File: config.mk
export PLATFORM = sky130hd
export DESIGN_NAME = ramped_audio_gain
export DESIGN_NICKNAME = d
export VERILOG_FILES = /design/src/rtl/core/rag_pkg.sv /design/src/rtl/core/rag_div.sv /design/src/rtl/core/ramped_audio_gain.sv
export SDC_FILE = /design/constraint.sdc
export NUM_CORES = 2
export LEC_CHECK = 0
export BUFFER_PORTS_ARGS = -buffer_cell sky130_fd_sc_hd__buf_2
export CAP_MARGIN = 20
export CORE_MARGIN = 1
export CORE_UTILIZATION = 40
export CTS_BUF_LIST = sky130_fd_sc_hd__clkbuf_8
export DETAILED_ROUTE_END_ITERATION = 10
export PLACE_DENSITY = 0.57
export SYNTH_ARGS = -nofsm -noshare
export SYNTH_HDL_FRONTEND = slang
export SYNTH_SLANG_ARGS = --single-unit
File: constraint.sdc
create_clock -name aclk -period 22.5 [get_ports aclk]
set_clock_uncertainty 0.05 [all_clocks]
set_input_delay 1.125 -clock aclk [delete_from_list [all_inputs] [get_ports aclk]]
set_output_delay 1.125 -clock aclk [all_outputs]
set_load 0.03 [all_outputs]
File: src/rtl/core/rag_pkg.sv
// shared widths, constants and defaults for the ramped audio gain block
package rag_pkg;

    // field widths
    localparam int SAMPLE_W   = 24;
    localparam int TARGET_W   = 17;
    localparam int LOUD_W     = 16;
    localparam int INDEX_W    = 12;
    localparam int LEN_W      = 13;

    // ramp numerator d * index and its divider
    localparam int DIVIDEND_W = LOUD_W + INDEX_W;

    // shared multiplier operand and product widths
    localparam int OPND_W     = 24;
    localparam int PROD_W     = 2 * OPND_W;

    // q2.14 fixed point
    localparam int Q_FRAC     = 14;
    localparam int Q14_HALF   = 8192;
    localparam int TAPER_LIMIT = 1639;

    // block length defaults
    localparam int BLOCK_LENGTH_MAX_DEF = 4096;
    localparam logic [LEN_W-1:0] BLOCK_LENGTH_RESET = LEN_W'(512);

    // saturation limits of the output magnitude
    localparam logic [SAMPLE_W-1:0] MAG_POS_MAX = {1'b0, {(SAMPLE_W-1){1'b1}}};
    localparam logic [SAMPLE_W-1:0] MAG_NEG_MAX = {1'b1, {(SAMPLE_W-1){1'b0}}};

endpackage

File: src/rtl/core/rag_div.sv
// restoring divider, one quotient bit per cycle
module rag_div #(
    parameter int DIVIDEND_W = rag_pkg::DIVIDEND_W,
    parameter int DIVISOR_W  = rag_pkg::LEN_W
) (
    input  logic                  aclk,
    input  logic                  aresetn,
    input  logic                  start,
    input  logic [DIVIDEND_W-1:0] dividend,
    input  logic [DIVISOR_W-1:0]  divisor,
    output logic                  done,
    output logic [DIVIDEND_W-1:0] quotient
);

    localparam int CNT_W = $clog2(DIVIDEND_W + 1);

    logic                  busy_reg, busy_next;
    logic                  done_reg, done_next;
    logic [CNT_W-1:0]      cnt_reg, cnt_next;
    logic [DIVIDEND_W-1:0] quo_reg;
    logic [DIVISOR_W-1:0]  rem_reg;
    logic [DIVISOR_W-1:0]  dvs_reg;
    logic [DIVISOR_W:0]    shifted;
    logic [DIVISOR_W+1:0]  trial;
    logic                  fits;

    // trial subtract of the divisor from the shifted remainder
    assign shifted = {rem_reg, quo_reg[DIVIDEND_W-1]};
    assign trial   = {1'b0, shifted} - {2'b00, dvs_reg};
    assign fits    = ~trial[DIVISOR_W+1];

    // step counter and done pulse
    always_comb begin
        busy_next = busy_reg;
        done_next = 1'b0;
        cnt_next  = cnt_reg;
        if (start) begin
            busy_next = 1'b1;
            cnt_next  = CNT_W'(DIVIDEND_W);
        end else if (busy_reg) begin
            cnt_next = cnt_reg - CNT_W'(1);
            if (cnt_reg == CNT_W'(1)) begin
                busy_next = 1'b0;
                done_next = 1'b1;
            end
        end
    end

    always_ff @(posedge aclk) begin
        if (!aresetn) begin
            busy_reg <= 1'b0;
            done_reg <= 1'b0;
            cnt_reg  <= '0;
        end else begin
            busy_reg <= busy_next;
            done_reg <= done_next;
            cnt_reg  <= cnt_next;
        end
    end

    // quotient shifts in from the right, remainder builds up
    always_ff @(posedge aclk) begin
        if (start) begin
            quo_reg <= dividend;
            rem_reg <= '0;
            dvs_reg <= divisor;
        end else if (busy_reg) begin
            quo_reg <= {quo_reg[DIVIDEND_W-2:0], fits};
            rem_reg <= fits ? trial[DIVISOR_W-1:0] : shifted[DIVISOR_W-1:0];
        end
    end

    assign done     = done_reg;
    assign quotient = quo_reg;

endmodule

File: src/rtl/core/ramped_audio_gain.sv
// loudness control with quartic taper and linear gain ramp, top level
//
//  channel | direction | payload
//  s_      | in        | sample, target loudness, index; tlast = last of call
//  m_      | out       | gain-adjusted sample
//  cfg_    | in        | block length register
//
// steps from request to result: ramp multiply, divider start, 28 divider
// steps plus done, three or four multiply and round pairs on the one 24x24
// multiplier (four below the taper limit), output load; requests taken in idle.
// reset clears the sequencer, the output valid and the stored loudness
// (silence) and loads a block length of 512. a waiting result does not block
// the next request; the last step stalls only while the previous result waits.
module ramped_audio_gain #(
    parameter int BLOCK_LENGTH_MAX = rag_pkg::BLOCK_LENGTH_MAX_DEF
) (
    input  logic                     aclk,
    input  logic                     aresetn,
    // in_sample [23:0], target_loudness [40:24], sample_index [52:41], zero [55:53]
    input  logic [55:0]              s_tdata,
    input  logic                     s_tlast,
    input  logic                     s_tvalid,
    output logic                     s_tready,
    // out_sample [23:0]
    output logic [23:0]              m_tdata,
    output logic                     m_tvalid,
    input  logic                     m_tready,
    // block_length [12:0]
    input  logic [rag_pkg::LEN_W-1:0] cfg_data,
    input  logic                     cfg_valid,
    output logic                     cfg_ready
);

    localparam int SW  = rag_pkg::SAMPLE_W;
    localparam int LW  = rag_pkg::LOUD_W;
    localparam int IW  = rag_pkg::INDEX_W;
    localparam int NW  = rag_pkg::LEN_W;
    localparam int OW  = rag_pkg::OPND_W;
    localparam int PW  = rag_pkg::PROD_W;
    localparam int RW  = PW - rag_pkg::Q_FRAC;
    localparam int DW  = rag_pkg::DIVIDEND_W;
    localparam int LEN_FULL = (1 << NW) - 1;
    localparam logic [NW-1:0] LEN_CAP =
        NW'((BLOCK_LENGTH_MAX > LEN_FULL) ? LEN_FULL : BLOCK_LENGTH_MAX);

    // sequencer codes
    localparam logic [3:0] ST_IDLE  = 4'd0;
    localparam logic [3:0] ST_PROD  = 4'd1;
    localparam logic [3:0] ST_DIVST = 4'd2;
    localparam logic [3:0] ST_DIV   = 4'd3;
    localparam logic [3:0] ST_MSQ   = 4'd4;
    localparam logic [3:0] ST_RSQ   = 4'd5;
    localparam logic [3:0] ST_MQ4   = 4'd6;
    localparam logic [3:0] ST_RQ4   = 4'd7;
    localparam logic [3:0] ST_R10   = 4'd8;
    localparam logic [3:0] ST_MTAP  = 4'd9;
    localparam logic [3:0] ST_RTAP  = 4'd10;
    localparam logic [3:0] ST_MSMP  = 4'd11;
    localparam logic [3:0] ST_RSMP  = 4'd12;
    localparam logic [3:0] ST_DONE  = 4'd13;

    logic [3:0]    state_reg, state_next;
    logic [NW-1:0] blen_reg, blen_next;
    logic [LW-1:0] start_reg, start_next;
    logic          mvalid_reg, mvalid_next;
    logic [SW-1:0] mdata_reg;

    // per-item payload
    logic [SW-1:0] mag_reg;
    logic          neg_reg;
    logic [LW-1:0] tgt_reg;
    logic [IW-1:0] idx_reg;
    logic          last_reg;
    logic [LW-1:0] d_reg;
    logic          up_reg;
    logic [LW-1:0] v_reg;
    logic [OW-1:0] rnd_reg;
    logic [SW-1:0] sat_reg;
    logic [PW-1:0] prod_reg;

    logic [NW-1:0] len_eff;
    logic [SW-1:0] in_sample;
    logic [LW-1:0] tgt_in;
    logic          accept;
    logic          out_free;
    logic [OW-1:0] mul_a, mul_b;
    logic [PW-1:0] rnd_sum;
    logic [RW-1:0] rounded;
    logic          div_done;
    logic [DW-1:0] div_quo;
    logic [LW-1:0] ramp_v;

    assign cfg_ready = 1'b1;
    assign s_tready  = (state_reg == ST_IDLE);
    assign accept    = s_tvalid && s_tready;
    assign out_free  = !mvalid_reg || m_tready;
    assign m_tvalid  = mvalid_reg;
    assign m_tdata   = mdata_reg;

    // input fields, negative target clamps to zero
    assign in_sample = s_tdata[SW-1:0];
    assign tgt_in    = s_tdata[SW+LW] ? '0 : s_tdata[SW+LW-1:SW];

    // effective block length, zero acts as one, capped at BLOCK_LENGTH_MAX
    always_comb begin
        if (blen_reg == '0) begin
            len_eff = NW'(1);
        end else if (blen_reg > LEN_CAP) begin
            len_eff = LEN_CAP;
        end else begin
            len_eff = blen_reg;
        end
    end

    // divider for the ramp position
    rag_div #(
        .DIVIDEND_W(DW),
        .DIVISOR_W (NW)
    ) u_div (
        .aclk    (aclk),
        .aresetn (aresetn),
        .start   (state_reg == ST_DIVST),
        .dividend(prod_reg[DW-1:0]),
        .divisor (len_eff),
        .done    (div_done),
        .quotient(div_quo)
    );

    // ramp value, saturated at the target past the block end
    always_comb begin
        if ({1'b0, idx_reg} >= len_eff) begin
            ramp_v = tgt_reg;
        end else if (up_reg) begin
            ramp_v = start_reg + div_quo[LW-1:0];
        end else begin
            ramp_v = start_reg - div_quo[LW-1:0];
        end
    end

    // shared multiplier operand select
    always_comb begin
        mul_a = '0;
        mul_b = '0;
        case (state_reg)
            ST_PROD: begin
                mul_a = OW'(d_reg);
                mul_b = OW'(idx_reg);
            end
            ST_MSQ: begin
                mul_a = OW'(v_reg);
                mul_b = OW'(v_reg);
            end
            ST_MQ4: begin
                mul_a = rnd_reg;
                mul_b = rnd_reg;
            end
            ST_MTAP: begin
                mul_a = rnd_reg;
                mul_b = OW'(v_reg);
            end
            ST_MSMP: begin
                mul_a = mag_reg;
                mul_b = rnd_reg;
            end
            default: begin
                mul_a = '0;
                mul_b = '0;
            end
        endcase
    end

    // q14 rounding of the registered product
    assign rnd_sum = prod_reg + PW'(rag_pkg::Q14_HALF);
    assign rounded = rnd_sum[PW-1:rag_pkg::Q_FRAC];

    // sequencer
    always_comb begin
        state_next  = state_reg;
        blen_next   = blen_reg;
        start_next  = start_reg;
        mvalid_next = mvalid_reg;
        if (cfg_valid && cfg_ready) begin
            blen_next = cfg_data;
        end
        if (mvalid_reg && m_tready) begin
            mvalid_next = 1'b0;
        end
        unique case (state_reg)
            ST_IDLE:  if (accept) state_next = ST_PROD;
            ST_PROD:  state_next = ST_DIVST;
            ST_DIVST: state_next = ST_DIV;
            ST_DIV:   if (div_done) state_next = ST_MSQ;
            ST_MSQ:   state_next = ST_RSQ;
            ST_RSQ:   state_next = ST_MQ4;
            ST_MQ4:   state_next = ST_RQ4;
            ST_RQ4: begin
                if (v_reg < LW'(rag_pkg::TAPER_LIMIT)) begin
                    state_next = ST_R10;
                end else begin
                    state_next = ST_MSMP;
                end
            end
            ST_R10:   state_next = ST_MTAP;
            ST_MTAP:  state_next = ST_RTAP;
            ST_RTAP:  state_next = ST_MSMP;
            ST_MSMP:  state_next = ST_RSMP;
            ST_RSMP:  state_next = ST_DONE;
            ST_DONE: begin
                if (out_free) begin
                    mvalid_next = 1'b1;
                    state_next  = ST_IDLE;
                    if (last_reg) begin
                        start_next = tgt_reg;
                    end
                end
            end
            default:  state_next = ST_IDLE;
        endcase
    end

    always_ff @(posedge aclk) begin
        if (!aresetn) begin
            state_reg  <= ST_IDLE;
            blen_reg   <= rag_pkg::BLOCK_LENGTH_RESET;
            start_reg  <= '0;
            mvalid_reg <= 1'b0;
        end else begin
            state_reg  <= state_next;
            blen_reg   <= blen_next;
            start_reg  <= start_next;
            mvalid_reg <= mvalid_next;
        end
    end

    // datapath registers
    always_ff @(posedge aclk) begin
        prod_reg <= mul_a * mul_b;
        if (accept) begin
            neg_reg  <= in_sample[SW-1];
            mag_reg  <= in_sample[SW-1] ? (SW'(0) - in_sample) : in_sample;
            tgt_reg  <= tgt_in;
            idx_reg  <= s_tdata[SW+rag_pkg::TARGET_W+IW-1:SW+rag_pkg::TARGET_W];
            last_reg <= s_tlast;
            up_reg   <= (tgt_in >= start_reg);
            d_reg    <= (tgt_in >= start_reg) ? (tgt_in - start_reg)
                                              : (start_reg - tgt_in);
        end
        if (state_reg == ST_DIV && div_done) begin
            v_reg <= ramp_v;
        end
        case (state_reg) inside
            ST_RSQ, ST_RQ4, ST_RTAP: rnd_reg <= rounded[OW-1:0];
            ST_R10: rnd_reg <= (rnd_reg << 3) + (rnd_reg << 1);
            default: rnd_reg <= rnd_reg;
        endcase
        // saturate the magnitude by sign
        if (state_reg == ST_RSMP) begin
            if (neg_reg) begin
                sat_reg <= (rounded > RW'(rag_pkg::MAG_NEG_MAX)) ?
                           rag_pkg::MAG_NEG_MAX : rounded[SW-1:0];
            end else begin
                sat_reg <= (rounded > RW'(rag_pkg::MAG_POS_MAX)) ?
                           rag_pkg::MAG_POS_MAX : rounded[SW-1:0];
            end
        end
        if (state_reg == ST_DONE && out_free) begin
            mdata_reg <= neg_reg ? (SW'(0) - sat_reg) : sat_reg;
        end
    end

endmodule

==> summary.md <==
| Metric | Value |
|---|---|
| Result of the run | completed |
| Area of the mapped netlist | 0.03568 mm2 |
| Worst path required time | 22.99 ns |
| Reported net switching power | 561.1 uW |
| Slew of the pin with the lowest slew margin | between 1 and 1.5 ns |
| Destination of the worst register-to-register timing path | prod_reg[44]$_DFF_P_ |
| Area occupied by multi-input gates | 0.02444 mm2 |
| Slack of the worst reg-to-reg path | between 10 and 15 ns |
| Standard-cell row count | 109 |
| Minimum clock period after layout | 9.896 ns |
| Die X-Extent | 300.7 um |
| Count of final max-slew check failures | 0 |
| Post-cts sizing count | 0 |
| Half-perimeter wire length of the detailed placement result | roughly 83000 um |
| Smallest setup slack after layout | 12.60 ns |
| GRT overflow | 0 |
| Nets | 4817 |
| CORE AREA | 0.08837 mm2 |
| Vias in the first global route | 27520 |
| Slowest stage cell on the critical path | sky130_fd_sc_hd__nand2_1 |
| Share of power burned in combinational logic | 26.5% |
| DIE AREA | 0.09040 mm2 |
| Endpoint kind of the worst setup timing path | flip-flop |
| Endpoint of the worst hold-timing path | m_tdata[0]$_DFFE_PP_ |
| Arr. time, crit path | 10.38 ns |
| Net switching fraction of the power | 33.45% |
| Post-synth top cells | sky130_fd_sc_hd__inv_1 (677), sky130_fd_sc_hd__nand2_1 (615), sky130_fd_sc_hd__fa_1 (487), sky130_fd_sc_hd__nor2_1 (341), sky130_fd_sc_hd__ha_1 (271) |
| Number of filler cells placed in the layout | 8783 |
| Starting density of the core | between 40% and 50% |
| PortBufs | 97 |
| Sequential cell area fraction in the yosys report | a little under a quarter |
| Setup-failing EPs final | 0 |
| Setup repair after global routing missed its margin | no |
| Avg Cell Area, Syn | between 9 and 10 um2 |
| Placed cell area | 0.03740 mm2 |
| Max-capacitance violation count | 0 |
| Post-synthesis sequential element count | 302 |
| Final sum of negative setup slack | 0 ns |
| Overall Global Routing Usage | 23.41% |
| Pin count of the biggest net entering global routing | 72 |
| Static leakage power | 0.01796 uW |
| Number of buffers added by the clock tree synthesis step | 55 |
| Fraction of final layout cells with drive strength greater than 1 | 7.049% |
| CTS tree | yes |
| Cell area after layout | 0.03859 mm2 |
| Cell taking the most area after synthesis | sky130_fd_sc_hd__fa_1 |
| Antenna violations before repair | 3 |
| Final wirelength | 104200 um |
| Final Hold Fails | 0 |
| Class of the worst hold path | reg -> reg |
| Number of hold buffers added after cts | 0 |
| Count of nets left with antenna violations after detail routing | 0 |
| Vertical die dimension | 300.7 um |
| Unique cell type count in the Yosys netlist | 80 |
| DRC violations left | 0 |
| Portion of synthesized cell area occupied by the leading cell type | a little over a quarter |
| Hold Startpoint | sat_reg[0]$_DFFE_PN_ |
| Crit path top cell by count | sky130_fd_sc_hd__fa_1 |
| Post-CTS Setup Repair Bufs | 0 |
| Final Util | 43.67% |
| Total power divided by cell area | 43.47 mW/mm2 |
| Routability Congestion | between 0.9 and 1 |
| Post-place setup slack | around 13 ns |
| CP Max Fanout | 35 |
| Top flip-flop cell by instance count after synthesis | sky130_fd_sc_hd__edfxtp_1 |
| Largest cells by area after synthesis | sky130_fd_sc_hd__fa_1 (27%), sky130_fd_sc_hd__edfxtp_1 (17%), sky130_fd_sc_hd__ha_1 (9.5%) |
| Relative contribution of the clock network to total power | 32.1% |
| Clock-pin slew reported for the worst setup and hold paths after clock tree synthesis | ~0.06 ns |
| Via-per-instance ratio | 5.251 |
| Share of async-settable or async-resettable flops after synthesis | 0% |
| Overall via count from detail_route | between 20000 and 30000 |
| Hold-critical path depth | 0 |
| Crit path largest cell delay | approximately 0.87 ns |
| Relative contribution of sequential cells to total power | 41.4% |
| Internal power | 1116 uW |
| Insertion delay of the later-clocked pin in the worst-skew pair | roughly 0.67 ns |
| Max reg flops | 48 |
| Footprint of the flip-flops and latches | about 0.0080 mm2 |
| Top-level port count | 102 |
| Gate count after technology mapping | roughly 3900 |
| Drt initial violations | 1960 |
| Layout overhead on the synthesized area | 8.156% |
| Achievable clock frequency | 101.1 MHz |
| Synthesis Warnings | 0 |
| Global-route wire length before repair | 161100 um |
| Iteration count of the initial detailed-routing pass | 6 |
| FF-to-FF path depth | 30 |
| Post-synth EDFFs | 200 |
| Worst slew slack as a fraction of its limit | 22.38% |
| Routed wire length per instance | 20.05 um |
| Max clock buf depth | 3 |
| Kind of critical path | reg -> reg |
| Synthesized Nets | 4782 |
| Worst reg2reg path startpoint | state_reg[3]$_SDFFE_PN0P_ |
| Fraction of the cycle the final worst path needs | 43.98% |
| CTS root buffer | sky130_fd_sc_hd__clkbuf_8 |
| Most used standard cell by instance count after synthesis | sky130_fd_sc_hd__inv_1 |
| Startpoint types | flip-flop |
| Number of clock sinks seen by CTS | 302 |
| Level count of the clock H-tree | 2 |
| Worst-case vdd ir drop | 0.04284 mV |
worst max-delay path by stage:
stage | from | end | cells after the start
after global placement | state_reg[3]$_SDFFE_PN0P_ | prod_reg[44]$_DFF_P_ | 30
after global routing | state_reg[3]$_SDFFE_PN0P_ | prod_reg[44]$_DFF_P_ | 30
after CTS | state_reg[3]$_SDFFE_PN0P_ | prod_reg[44]$_DFF_P_ | 30
final | state_reg[3]$_SDFFE_PN0P_ | prod_reg[44]$_DFF_P_ | 30
after floorplan | state_reg[0]$_SDFFE_PN0P_ | prod_reg[44]$_DFF_P_ | 28
after detailed placement | state_reg[3]$_SDFFE_PN0P_ | prod_reg[44]$_DFF_P_ | 30
critical path, delay by kind of cell (launching register included):
family | cells | cell delay (ns)
AND/OR/NAND/NOR | 7 | 2.16
buffers and inverters | 6 | 0.69
flip-flops | 1 | 0.62
AO/OA/AOI/OAI | 8 | 2.00
XOR/XNOR | 1 | 0.16
adder cells (fa/ha/maj) | 8 | 4.07
through the flow:
step,cells,hold slack [ns],total power (uW)
floorplan,3949,0.3764,1013
detailed placement,5090,0.3933,1146
global placement,5087,0.3918,1141
global route,5196,0.4247,1775
finish,5196,0.4128,1678
CTS,5192,0.4191,1693
logic make-up (layout without fill, tap and decap cells):
logic type	count (synthesis)	in the layout	share of synthesized area, %
DFF	302	302	22.55
adders and majority gates	758	758	36.83
xor gates and xnor gates	177	177	4.345
other	1	3	0.01051
buffers and inverters	850	930	9.100
muxes	70	70	2.037
AOI/OAI and AO/OA	501	501	9.075
and+or+nand+nor	1290	1290	16.05
power groups by stage:
stage	logic [uW]	clock network (uW)	registers [uW]
floorplan	331	0	682
global placement	437	0	705
detailed placement	441	0	705
CTS	444	556	694
global route	498	578	699
finish	445	539	694
placed cells by master, fill, tap and decap left out, types with 13 or more instances in the layout:
| cell type | instances |
|---|---|
| sky130_fd_sc_hd__a22o_1 | 13 |
| sky130_fd_sc_hd__nor2_1 | 338 |
| sky130_fd_sc_hd__nor3_1 | 32 |
| sky130_fd_sc_hd__buf_4 | 48 |
| sky130_fd_sc_hd__o21ai_0 | 93 |
| sky130_fd_sc_hd__ha_1 | 271 |
| sky130_fd_sc_hd__o21a_1 | 19 |
| sky130_fd_sc_hd__dfxtp_1 | 102 |
| sky130_fd_sc_hd__mux2_2 | 21 |
| sky130_fd_sc_hd__o31ai_1 | 15 |
| sky130_fd_sc_hd__nand2_1 | 615 |
| sky130_fd_sc_hd__and2_1 | 25 |
| sky130_fd_sc_hd__inv_1 | 689 |
| sky130_fd_sc_hd__nor2b_1 | 45 |
| sky130_fd_sc_hd__or3_1 | 16 |
| sky130_fd_sc_hd__edfxtp_1 | 200 |
| sky130_fd_sc_hd__buf_2 | 97 |
| sky130_fd_sc_hd__a21o_1 | 55 |
| sky130_fd_sc_hd__a21oi_1 | 148 |
| sky130_fd_sc_hd__a22oi_1 | 26 |
| sky130_fd_sc_hd__nand4_1 | 37 |
| sky130_fd_sc_hd__and4_1 | 21 |
| sky130_fd_sc_hd__xor2_1 | 56 |
| sky130_fd_sc_hd__o21bai_1 | 14 |
| sky130_fd_sc_hd__and3_1 | 17 |
| sky130_fd_sc_hd__mux2i_1 | 49 |
| sky130_fd_sc_hd__nand2b_1 | 53 |
| sky130_fd_sc_hd__a211oi_1 | 17 |
| sky130_fd_sc_hd__clkbuf_8 | 64 |
| sky130_fd_sc_hd__nand3_1 | 37 |
| sky130_fd_sc_hd__a31oi_1 | 18 |
| sky130_fd_sc_hd__xnor2_1 | 121 |
| sky130_fd_sc_hd__fa_1 | 487 |
layer usage:
layer	global-route usage, %	vias up	wire, um
met5	0	-	10
met4	7.288	2	3349
met3	5.714	175	9364
met2	35.98	968	45040
met1	32.46	13410	46390
li1	-	12730	-
layout make-up:
cell class	count	share of cell area, %
clock inverter	38	0.6906
timing repair buffer	150	2.451
multi-input combinational	2797	63.34
sequential	302	20.85
antenna	2	0.01297
inverter	678	6.594
clock buffer	64	2.282
tap	1165	3.777
Note: power is estimated with default switching activity, not from simulation.
